<file path="src/rtl/core/cvpm_pkg.sv">
// Shared constants and control types for the cell voltage pack monitor.
`timescale 1ns / 1ps
package cvpm_pkg;

	localparam int CELLS = 16;
	localparam int POS_W = (CELLS > 1) ? $clog2(CELLS) : 1;

	localparam int CV_W  = 13;
	localparam int SUM_W = 18;
	localparam int CUR_W = 19;
	localparam int PWR_W = 37;
	localparam int PCT_W = 7;
	localparam int NUM_W = SUM_W + PCT_W;
	localparam int IDX_W = 2;
	localparam int STEP_W = 3;
	localparam int DIV_STEPS = PCT_W;

	localparam logic [PCT_W-1:0] PCT_FULL = 7'd100;

	localparam logic [IDX_W-1:0] REG_CELL_MIN   = 2'd0;
	localparam logic [IDX_W-1:0] REG_CELL_MAX   = 2'd1;
	localparam logic [IDX_W-1:0] REG_PACK_EMPTY = 2'd2;
	localparam logic [IDX_W-1:0] REG_PACK_FULL  = 2'd3;

	localparam logic [CV_W-1:0]  RST_CELL_MIN   = 13'd2500;
	localparam logic [CV_W-1:0]  RST_CELL_MAX   = 13'd4250;
	localparam logic [SUM_W-1:0] RST_PACK_EMPTY = 18'd48000;
	localparam logic [SUM_W-1:0] RST_PACK_FULL  = 18'd67200;

	typedef struct packed {
		logic              accept;
		logic              prep;
		logic              div_step;
		logic [STEP_W-1:0] step;
		logic              load_out;
	} cmd_t;

	typedef struct packed {
		logic last_cell;
	} sts_t;

endpackage

</file>
<file path="src/rtl/core/cvpm_ctrl.sv">
// Controller state machine that sequences accumulation, division and result hand-off.
`timescale 1ns / 1ps
module cvpm_ctrl (
	input  logic          clk,
	input  logic          arst_n,
	input  logic          in_valid,
	output logic          in_ready,
	output logic          out_valid,
	input  logic          out_ready,
	input  cvpm_pkg::sts_t sts,
	output cvpm_pkg::cmd_t cmd
);
	import cvpm_pkg::*;

	localparam logic [1:0] ST_IDLE = 2'd0;
	localparam logic [1:0] ST_PREP = 2'd1;
	localparam logic [1:0] ST_DIV  = 2'd2;
	localparam logic [1:0] ST_HOLD = 2'd3;

	logic [1:0]        state_q;
	logic [STEP_W-1:0] cnt_q;
	logic              out_valid_q;
	logic              load;

	assign in_ready  = (state_q == ST_IDLE);
	assign out_valid = out_valid_q;
	assign load      = (state_q == ST_HOLD) && (!out_valid_q || out_ready);

	always_comb begin
		cmd.accept   = in_valid && in_ready;
		cmd.prep     = (state_q == ST_PREP);
		cmd.div_step = (state_q == ST_DIV);
		cmd.step     = cnt_q;
		cmd.load_out = load;
	end

	always_ff @(posedge clk or negedge arst_n) begin
		if (!arst_n) begin
			state_q     <= ST_IDLE;
			cnt_q       <= '0;
			out_valid_q <= 1'b0;
		end else begin
			if (load) begin
				out_valid_q <= 1'b1;
			end else if (out_ready) begin
				out_valid_q <= 1'b0;
			end
			case (state_q)
				ST_IDLE: begin
					if (cmd.accept && sts.last_cell) begin
						state_q <= ST_PREP;
					end
				end
				ST_PREP: begin
					cnt_q   <= STEP_W'(DIV_STEPS - 1);
					state_q <= ST_DIV;
				end
				ST_DIV: begin
					if (cnt_q == '0) begin
						state_q <= ST_HOLD;
					end else begin
						cnt_q <= cnt_q - 1'b1;
					end
				end
				ST_HOLD: begin
					if (load) begin
						state_q <= ST_IDLE;
					end
				end
				default: state_q <= ST_IDLE;
			endcase
		end
	end

endmodule

</file>
<file path="src/rtl/core/cvpm_dp.sv">
// Datapath with configuration, scan accumulators, power product and charge divider.
`timescale 1ns / 1ps
module cvpm_dp (
	input  logic                                  clk,
	input  logic                                  arst_n,
	input  logic                                  cfg_we,
	input  logic [cvpm_pkg::IDX_W-1:0]            cfg_index,
	input  logic [cvpm_pkg::SUM_W-1:0]            cfg_data,
	input  logic [cvpm_pkg::CV_W-1:0]             cell_mv,
	input  logic signed [cvpm_pkg::CUR_W-1:0]     current_ma,
	input  cvpm_pkg::cmd_t                        cmd,
	output cvpm_pkg::sts_t                        sts,
	output logic [cvpm_pkg::SUM_W-1:0]            total_mv,
	output logic [cvpm_pkg::CV_W-1:0]             average_mv,
	output logic [cvpm_pkg::CV_W-1:0]             lowest_mv,
	output logic [cvpm_pkg::CV_W-1:0]             highest_mv,
	output logic [cvpm_pkg::CV_W-1:0]             spread_mv,
	output logic                                  pack_ok,
	output logic signed [cvpm_pkg::PWR_W-1:0]     power_uw,
	output logic [cvpm_pkg::PCT_W-1:0]            charge_percent
);
	import cvpm_pkg::*;

	logic [CV_W-1:0]         cell_min_q;
	logic [CV_W-1:0]         cell_max_q;
	logic [SUM_W-1:0]        pack_empty_q;
	logic [SUM_W-1:0]        pack_full_q;

	logic [POS_W-1:0]        pos_q;
	logic [SUM_W-1:0]        sum_q;
	logic [CV_W-1:0]         low_q;
	logic [CV_W-1:0]         high_q;
	logic                    ok_q;
	logic signed [CUR_W-1:0] cur_q;

	logic signed [PWR_W-1:0] power_q;
	logic                    is_empty_q;
	logic                    is_full_q;
	logic [NUM_W-1:0]        rem_q;
	logic [SUM_W-1:0]        den_q;
	logic [PCT_W-1:0]        quo_q;

	logic                    cell_ok;
	logic                    first;
	logic signed [SUM_W+CUR_W:0] prod;
	logic [SUM_W-1:0]        diff;
	logic [NUM_W-1:0]        num;
	logic [NUM_W-1:0]        den_sh;
	logic [SUM_W-1:0]        avg_full;

	assign cell_ok       = (cell_mv >= cell_min_q) && (cell_mv <= cell_max_q);
	assign first         = (pos_q == '0);
	assign sts.last_cell = (pos_q == POS_W'(CELLS - 1));

	assign prod     = $signed({1'b0, sum_q}) * cur_q;
	assign diff     = sum_q - pack_empty_q;
	assign num      = NUM_W'(diff) * NUM_W'(PCT_FULL);
	assign den_sh   = NUM_W'(den_q) << cmd.step;
	assign avg_full = sum_q / SUM_W'(CELLS);

	always_ff @(posedge clk or negedge arst_n) begin
		if (!arst_n) begin
			cell_min_q   <= RST_CELL_MIN;
			cell_max_q   <= RST_CELL_MAX;
			pack_empty_q <= RST_PACK_EMPTY;
			pack_full_q  <= RST_PACK_FULL;
			pos_q        <= '0;
			sum_q        <= '0;
			low_q        <= '0;
			high_q       <= '0;
			ok_q         <= 1'b0;
		end else begin
			if (cfg_we) begin
				case (cfg_index)
					REG_CELL_MIN:   cell_min_q   <= cfg_data[CV_W-1:0];
					REG_CELL_MAX:   cell_max_q   <= cfg_data[CV_W-1:0];
					REG_PACK_EMPTY: pack_empty_q <= cfg_data;
					REG_PACK_FULL:  pack_full_q  <= cfg_data;
					default: ;
				endcase
			end
			if (cmd.accept) begin
				if (first) begin
					sum_q  <= SUM_W'(cell_mv);
					low_q  <= cell_mv;
					high_q <= cell_mv;
					ok_q   <= cell_ok;
				end else begin
					sum_q <= sum_q + SUM_W'(cell_mv);
					if (cell_mv < low_q) begin
						low_q <= cell_mv;
					end
					if (cell_mv > high_q) begin
						high_q <= cell_mv;
					end
					ok_q <= ok_q & cell_ok;
				end
				if (sts.last_cell) begin
					pos_q <= '0;
				end else begin
					pos_q <= pos_q + 1'b1;
				end
			end
		end
	end

	always_ff @(posedge clk) begin
		if (cmd.accept && sts.last_cell) begin
			cur_q <= current_ma;
		end
		if (cmd.prep) begin
			power_q    <= prod[PWR_W-1:0];
			is_empty_q <= (sum_q <= pack_empty_q);
			is_full_q  <= (sum_q >= pack_full_q);
			rem_q      <= num;
			den_q      <= pack_full_q - pack_empty_q;
			quo_q      <= '0;
		end
		if (cmd.div_step) begin
			if (rem_q >= den_sh) begin
				rem_q           <= rem_q - den_sh;
				quo_q[cmd.step] <= 1'b1;
			end
		end
		if (cmd.load_out) begin
			total_mv   <= sum_q;
			average_mv <= avg_full[CV_W-1:0];
			lowest_mv  <= low_q;
			highest_mv <= high_q;
			spread_mv  <= high_q - low_q;
			pack_ok    <= ok_q;
			power_uw   <= power_q;
			if (is_empty_q) begin
				charge_percent <= '0;
			end else if (is_full_q) begin
				charge_percent <= PCT_FULL;
			end else begin
				charge_percent <= quo_q;
			end
		end
	end

endmodule

</file>
<file path="src/rtl/core/cell_voltage_pack_monitor_top.sv">
// The last cell of a scan is followed by setup, a restoring divider for the
// charge percentage, and the output load before its result is shown; the load
// waits while a result still shown has not been taken (out_ready).
// Throughput: one cell per cycle mid-scan; in_ready is low until a result loads.
// Reset: arst_n clears the scan state and loads the default limits asynchronously.
`timescale 1ns / 1ps
module cell_voltage_pack_monitor_top (
	input  logic                              clk,
	input  logic                              arst_n,
	input  logic                              cfg_we,
	input  logic [cvpm_pkg::IDX_W-1:0]        cfg_index,
	input  logic [cvpm_pkg::SUM_W-1:0]        cfg_data,
	input  logic                              in_valid,
	output logic                              in_ready,
	input  logic [cvpm_pkg::CV_W-1:0]         cell_mv,
	input  logic signed [cvpm_pkg::CUR_W-1:0] current_ma,
	output logic                              out_valid,
	input  logic                              out_ready,
	output logic [cvpm_pkg::SUM_W-1:0]        total_mv,
	output logic [cvpm_pkg::CV_W-1:0]         average_mv,
	output logic [cvpm_pkg::CV_W-1:0]         lowest_mv,
	output logic [cvpm_pkg::CV_W-1:0]         highest_mv,
	output logic [cvpm_pkg::CV_W-1:0]         spread_mv,
	output logic                              pack_ok,
	output logic signed [cvpm_pkg::PWR_W-1:0] power_uw,
	output logic [cvpm_pkg::PCT_W-1:0]        charge_percent
);
	import cvpm_pkg::*;

	cmd_t cmd;
	sts_t sts;

	cvpm_ctrl u_ctrl (
		.clk       (clk),
		.arst_n    (arst_n),
		.in_valid  (in_valid),
		.in_ready  (in_ready),
		.out_valid (out_valid),
		.out_ready (out_ready),
		.sts       (sts),
		.cmd       (cmd)
	);

	cvpm_dp u_dp (
		.clk            (clk),
		.arst_n         (arst_n),
		.cfg_we         (cfg_we),
		.cfg_index      (cfg_index),
		.cfg_data       (cfg_data),
		.cell_mv        (cell_mv),
		.current_ma     (current_ma),
		.cmd            (cmd),
		.sts            (sts),
		.total_mv       (total_mv),
		.average_mv     (average_mv),
		.lowest_mv      (lowest_mv),
		.highest_mv     (highest_mv),
		.spread_mv      (spread_mv),
		.pack_ok        (pack_ok),
		.power_uw       (power_uw),
		.charge_percent (charge_percent)
	);

endmodule
</file>
<file path="config.mk">
export PLATFORM = sky130hd
export DESIGN_NAME = cell_voltage_pack_monitor_top
export DESIGN_NICKNAME = d
export VERILOG_FILES = /design/src/rtl/core/cvpm_pkg.sv /design/src/rtl/core/cvpm_ctrl.sv /design/src/rtl/core/cvpm_dp.sv /design/src/rtl/core/cell_voltage_pack_monitor_top.sv
export SDC_FILE = /design/constraint.sdc
export NUM_CORES = 2
export LEC_CHECK = 0
export ABC_AREA = 1
export BUFFER_PORTS_ARGS = -buffer_cell sky130_fd_sc_hd__buf_2
export CAP_MARGIN = 5
export CORE_ASPECT_RATIO = 1.4
export CORE_MARGIN = 2
export CORE_UTILIZATION = 40
export DETAILED_ROUTE_END_ITERATION = 12
export GPL_ROUTABILITY_DRIVEN = 0
export PLACE_DENSITY = 0.6
export SETUP_SLACK_MARGIN = 0.02
export SYNTH_ARGS = -nofsm -noshare
export SYNTH_HDL_FRONTEND = slang
export SYNTH_SLANG_ARGS = --single-unit
</file>
<file path="constraint.sdc">
create_clock -name clk -period 8.66 [get_ports clk]
set_input_delay 1.299 -clock clk [delete_from_list [all_inputs] [get_ports clk]]
set_output_delay 1.299 -clock clk [all_outputs]
set_load 0.05 [all_outputs]
</file>
After elaboration in Yosys (flattened, before gate mapping)
Cells that the tools add are included.
{"block": "totals", "register_bits": 340, "elab_cells": 108}
{"block": "op_classes", "addsub": 7, "multipliers": 2, "order_cmp": 9, "eq_ne": 11, "shift": 1, "n_mux": 24, "bitwise_logic": 2, "n_reduce_logical": 24}
{"op": "25-bit two-way mux", "n": 3}
{"op": "13-bit two-way mux", "n": 4}
{"op": "19-bit by 19-bit multiplier with 37-bit output", "n": 1}
{"op": "18-bit subtractor", "n": 2}
{"op": "7-bit two-way mux", "n": 4}
{"op": "25-bit >= comparator", "n": 1}
{"op": "18-bit by 3-bit left shift with 25-bit output", "n": 1}
{"op": "25-bit subtractor", "n": 1}
{"op": "18-bit by 5-bit multiplier with 23-bit output, second input constant", "n": 1}
{"op": "18-bit by 13-bit adder with 18-bit output", "n": 1}
{"op": "18-bit >= comparator", "n": 1}
{"op": "18-bit less-or-equal comparator", "n": 1}
{"op": "18-bit two-way mux", "n": 1}
{"op": "2-bit AND reduction", "n": 7}
{"op": "13-bit >= comparator", "n": 1}
{"op": "13-bit > comparator", "n": 1}
{"op": "13-bit less-or-equal comparator", "n": 1}
{"op": "13-bit less-than comparator", "n": 1}
{"op": "13-bit subtractor", "n": 1}
{"op": "2-bit equality test, second input constant", "n": 4}
{"op": "2-bit one-hot mux with 4 select lines", "n": 1}
{"op": "2-bit nonzero test", "n": 4}
{"op": "7-bit bitwise OR", "n": 1}
{"op": "2-bit two-way mux", "n": 3}
{"op": "22 further kinds", "n": 33}

Longest topological paths before layout
{"block": "logic_depth", "ltp_word": 7, "mapped_depth": 33, "mapped_depth_nobuf": 32}

Hierarchy
From an unflattened synthesis, not the netlist that was laid out.
{"block": "hier_totals", "cells_unflattened": 4009, "area_unflattened_um2": 32687.6}
{"module": "cvpm_dp", "instances": 1, "cells_per_inst": 3953, "area_each_um2": 32230.9, "seq_area_each_um2": 8789.7}
{"module": "cvpm_ctrl", "instances": 1, "cells_per_inst": 56, "area_each_um2": 456.7, "seq_area_each_um2": 150.1}

Worst setup path after synthesis
No wires, ideal clock.
{"block": "synth_path", "path_kind": "in2reg", "from": "input out_ready", "to": "register u_dp.average_mv[0] (netlist bit), enable pin", "arrival_ns": 6.234, "setup_slack_ns": 1.830, "path_stages": 2, "n_path_buf": 0, "path_cell_list": "inv_1 a21oi_1"}
{"element": "from (decl)", "line_no": "cell_voltage_pack_monitor_top.sv:18", "rtl": "input logic out_ready,"}
{"element": "to (signal assigned)", "line_no": "cvpm_dp.sv:127", "rtl": "average_mv <= avg_full[CV_W-1:0];"}
{"element": "to (decl)", "line_no": "cvpm_dp.sv:14", "rtl": "output logic [cvpm_pkg::CV_W-1:0] average_mv,"}

Final worst setup path
{"block": "layout_path", "from": "register u_dp.sum_q[8]", "to": "register u_dp.power_q[35] (data pin)"}
{"block": "layout_between", "elab_chain_cells": 1}
{"element": "from (decl)", "line_no": "cvpm_dp.sv:30", "rtl": "logic [SUM_W-1:0] sum_q;"}
{"element": "from (signal assigned)", "line_no": "cvpm_dp.sv:84", "rtl": "sum_q <= SUM_W'(cell_mv);"}
{"element": "from (signal assigned)", "line_no": "cvpm_dp.sv:89", "rtl": "sum_q <= sum_q + SUM_W'(cell_mv);"}
{"element": "19-bit by 19-bit multiplier with 37-bit output", "line_no": "cvpm_dp.sv:55", "rtl": "assign prod = $signed({1'b0, sum_q}) * cur_q;"}
{"element": "via u_dp.prod[35]", "line_no": "cvpm_dp.sv:45", "rtl": "logic signed [SUM_W+CUR_W:0] prod;"}
{"element": "to (signal assigned)", "line_no": "cvpm_dp.sv:112", "rtl": "power_q <= prod[PWR_W-1:0];"}
{"element": "to (decl)", "line_no": "cvpm_dp.sv:36", "rtl": "logic signed [PWR_W-1:0] power_q;"}
The timed path passes the listed nets, and every way through them passes these cells.
A chain may end at the register's enable or synchronous reset.

==> metrics.cfg <==
[critical_path]
crit_fanout=24
crit_arrival_ps=7220
rrSetupSlack_ps=1800
critPathMaxStageDelay_ps=1120
worstPathCellList=nand2_1 -> fa_1 -> inv_1 -> fa_1 -> fa_1 -> fa_1 -> fa_1 -> fa_1 -> fa_1 -> ha_1 -> nand2_1 -> nor2_1 -> nand2_1 -> o21ai_0 -> nand3_1 -> nand3_1 -> nand2_1
cp-start-kind=flop
worstSetupEndpoint=u_dp.power_q[35]
worst-setup-path-type=reg -> reg
crit_required_ps=9020
critPathSlowestCell=dfrtp_1
cp-startpoint=u_dp.sum_q[8]
path_common_cell=fa_1
reg2reg_depth=17
timing.rr.end=u_dp.power_q[35]
r2r-start=u_dp.sum_q[8]
cp-end-kind=flop

[detailed_routing]
drcViolationCount=0
wl_per_cell_um=17.3
first_pass_iters=6
drtAntennaViolNets=0
vias=25953
drt-total-wl_mm=90.0
vias_per_cell=4.98
drt-initial-drc-count=1607

[finish]
n_antenna_cell=0
final_cell_mix=1006 x nand2_1, 879 x inv_1, 373 x ha_1, 289 x fa_1, 217 x o21ai_0
nets=4844
mostFrequentLayoutCell=nand2_1
syn2layout_area_growth_pct=9.69
fillers=8020
drive_gt1_frac=0.0734
stdcell_count=5215

[timing]
tightest_slew_ps=1220
fin_tns_setup_ps=0
maxSlewHeadroom=0.188
fin_skew_ps=24.6
max_freq_ghz=0.146
setup_violations=0
min_period_over_period=0.792
report.final.slew_viol_count=0
finalHoldViolCount=0
finalCriticalPeriod_ps=6860
rsz0062_at_grt=false

[grt]
grt.total_usage=0.220
grt_overflow=0
antenna_found_initial=0
grt_pass1_wl_mm=144
grt_pass1_vias=26985
grt_start_max_net_pins=69

[logic_synthesis]
yosys_register_bits=327
syn_area_sq_um=32600
synth-main-ff-cell=edfxtp_1
syn_nets=4736
synthArstFlopShare=0.358
syn-instance-count=4016
synth_adder_area_share=0.321
synth_edf_count=178
muxShareOfSynthArea=0.00215
synth_top_family_by_area=adder cells
ys_seq_area_frac=0.274
synth-warning-count=0
ys_types=48
synthSimpleGateAreaFrac=0.176
synth_compound_area_frac=0.0832
synth-xor-area-share=0.0247
syn_area_per_cell_sq_um=8.12

[clock_network]
cts.sinks=327
clockRootBuffer=clkbuf_16
cts_setup_buffers=0
postCtsHoldBufs=0
ctsResizeCount=0
path_clk_slew_ps=70
cts_buffers=38
cts_tree=built
cts_htree_levels=2
clock_latency_ps=610
cts_buffer_depth=3

[die]
dieHeight_um=342
io_pins=174
start_util=0.405
num_rows=123
core-area_sq_um=80500
die-area_sq_um=83800
die_w_um=245

[status]
status=finished clean

[place]
placed_cells=5146
port_buffers=173
place_hpwl_mm=70.1

[hold_path]
hold_class=reg -> reg

[run]
drv_cap=0

-- sequential cells by signal, summed over array words and instances (netlist names), 18 cells and up --
signal and flops:
u_dp.pack_empty_q 18, u_dp.cur_q 19, u_dp.rem_q 25, u_dp.pack_full_q 18
u_dp.power_q 37, u_dp.sum_q 18, u_dp.power_uw 37, u_dp.den_q 18
-- kinds of logic after synthesis --
kind of cell,after synthesis
xor+xnor,92
fa+ha+maj,663
compound gates,507
mux,7
flops,327
simple gates,1410
buf+inv,1010
-- cell type report --
| type | count | area (sq um) | area share |
|---|---|---|---|
| sequential | 327 | 8940 | 0.250 |
| multi-input combinational | 2679 | 19800 | 0.554 |
| tap | 1062 | 1330 | 0.0372 |
| timing repair buffer | 196 | 1040 | 0.0291 |
| clock buffer | 51 | 1040 | 0.0291 |
| clock inverter | 18 | 292 | 0.00815 |
| inverter | 882 | 3310 | 0.0926 |
-- worst min-delay path by stage --
stage          cells after the start  slack (ps)        startpoint                end
2_1_floorplan                      0         400   u_dp.power_q[0]   u_dp.power_uw[0]
3_3_place_gp                       0         400  u_dp.power_q[14]  u_dp.power_uw[14]
3_5_place_dp                       0         410  u_dp.power_q[20]  u_dp.power_uw[20]
4_1_cts                            0         420   u_dp.power_q[0]   u_dp.power_uw[0]
5_1_grt                            0         430   u_dp.power_q[2]   u_dp.power_uw[2]
6_report                           0         420   u_dp.power_q[1]   u_dp.power_uw[1]
-- per-stage QoR --
step           setup WS [ps]   util  hold slack [ps]  cell area [sq um]
3_5_place_dp            1920  0.428              405              34400
5_1_grt                 1480  0.444              433              35800
4_1_cts                 1930  0.444              419              35800
2_1_floorplan           1830      -              400              32600
3_3_place_gp            1960  0.428              402              34400
6_report                1800  0.444              418              35800
-- critical path, delay by kind of cell, from the launching register on --
family                     cells  cell delay [ps]
adders and majority gates      8             3950
and+or+nand+nor                7              930
buffers and inverters          1               60
AOI/OAI and AO/OA              1              540
DFF                            1             1120
-- cell usage after synthesis, types with 5 or more instances --
library cell	count	area, sq um
mux2i_1	7	70.1
xnor2_1	33	289
nand3b_1	7	52.6
o21ai_1	17	85.1
o21bai_1	13	97.6
dfstp_2	21	552
buf_1	11	41.3
a21boi_0	8	60.1
a21o_1	14	105
xor2_1	59	517
a22oi_1	10	75.1
nor2_1	158	593
a21oi_1	202	1010
o21ai_0	217	1090
nand2_1	1006	3780
nand3_1	144	721
nor3_1	29	145
edfxtp_1	178	5350
buf_4	14	105
or2_2	14	87.6
dfxtp_1	32	641
o211ai_1	7	52.6
inv_1	879	3300
ha_1	374	4680
nor2_2	5	31.3
nand4_1	30	188
dfrtp_1	96	2400
fa_1	289	5790
clkbuf_1	95	357
nor4_1	8	50.1
o21a_1	5	37.5
-- per-layer routing --
layer / global-route usage / vias up / routed length, um
met2: 0.409 / 591 / 46900
met1: 0.260 / 12487 / 36700
met5: 0 / - / 0
li1: - / 12723 / -
met4: 0.0749 / 0 / 2970
met3: 0.0241 / 152 / 3310
Power is left out: the tool's default activity adds up to more than one toggle a clock period on the data nets, which glitch-free logic cannot reach.
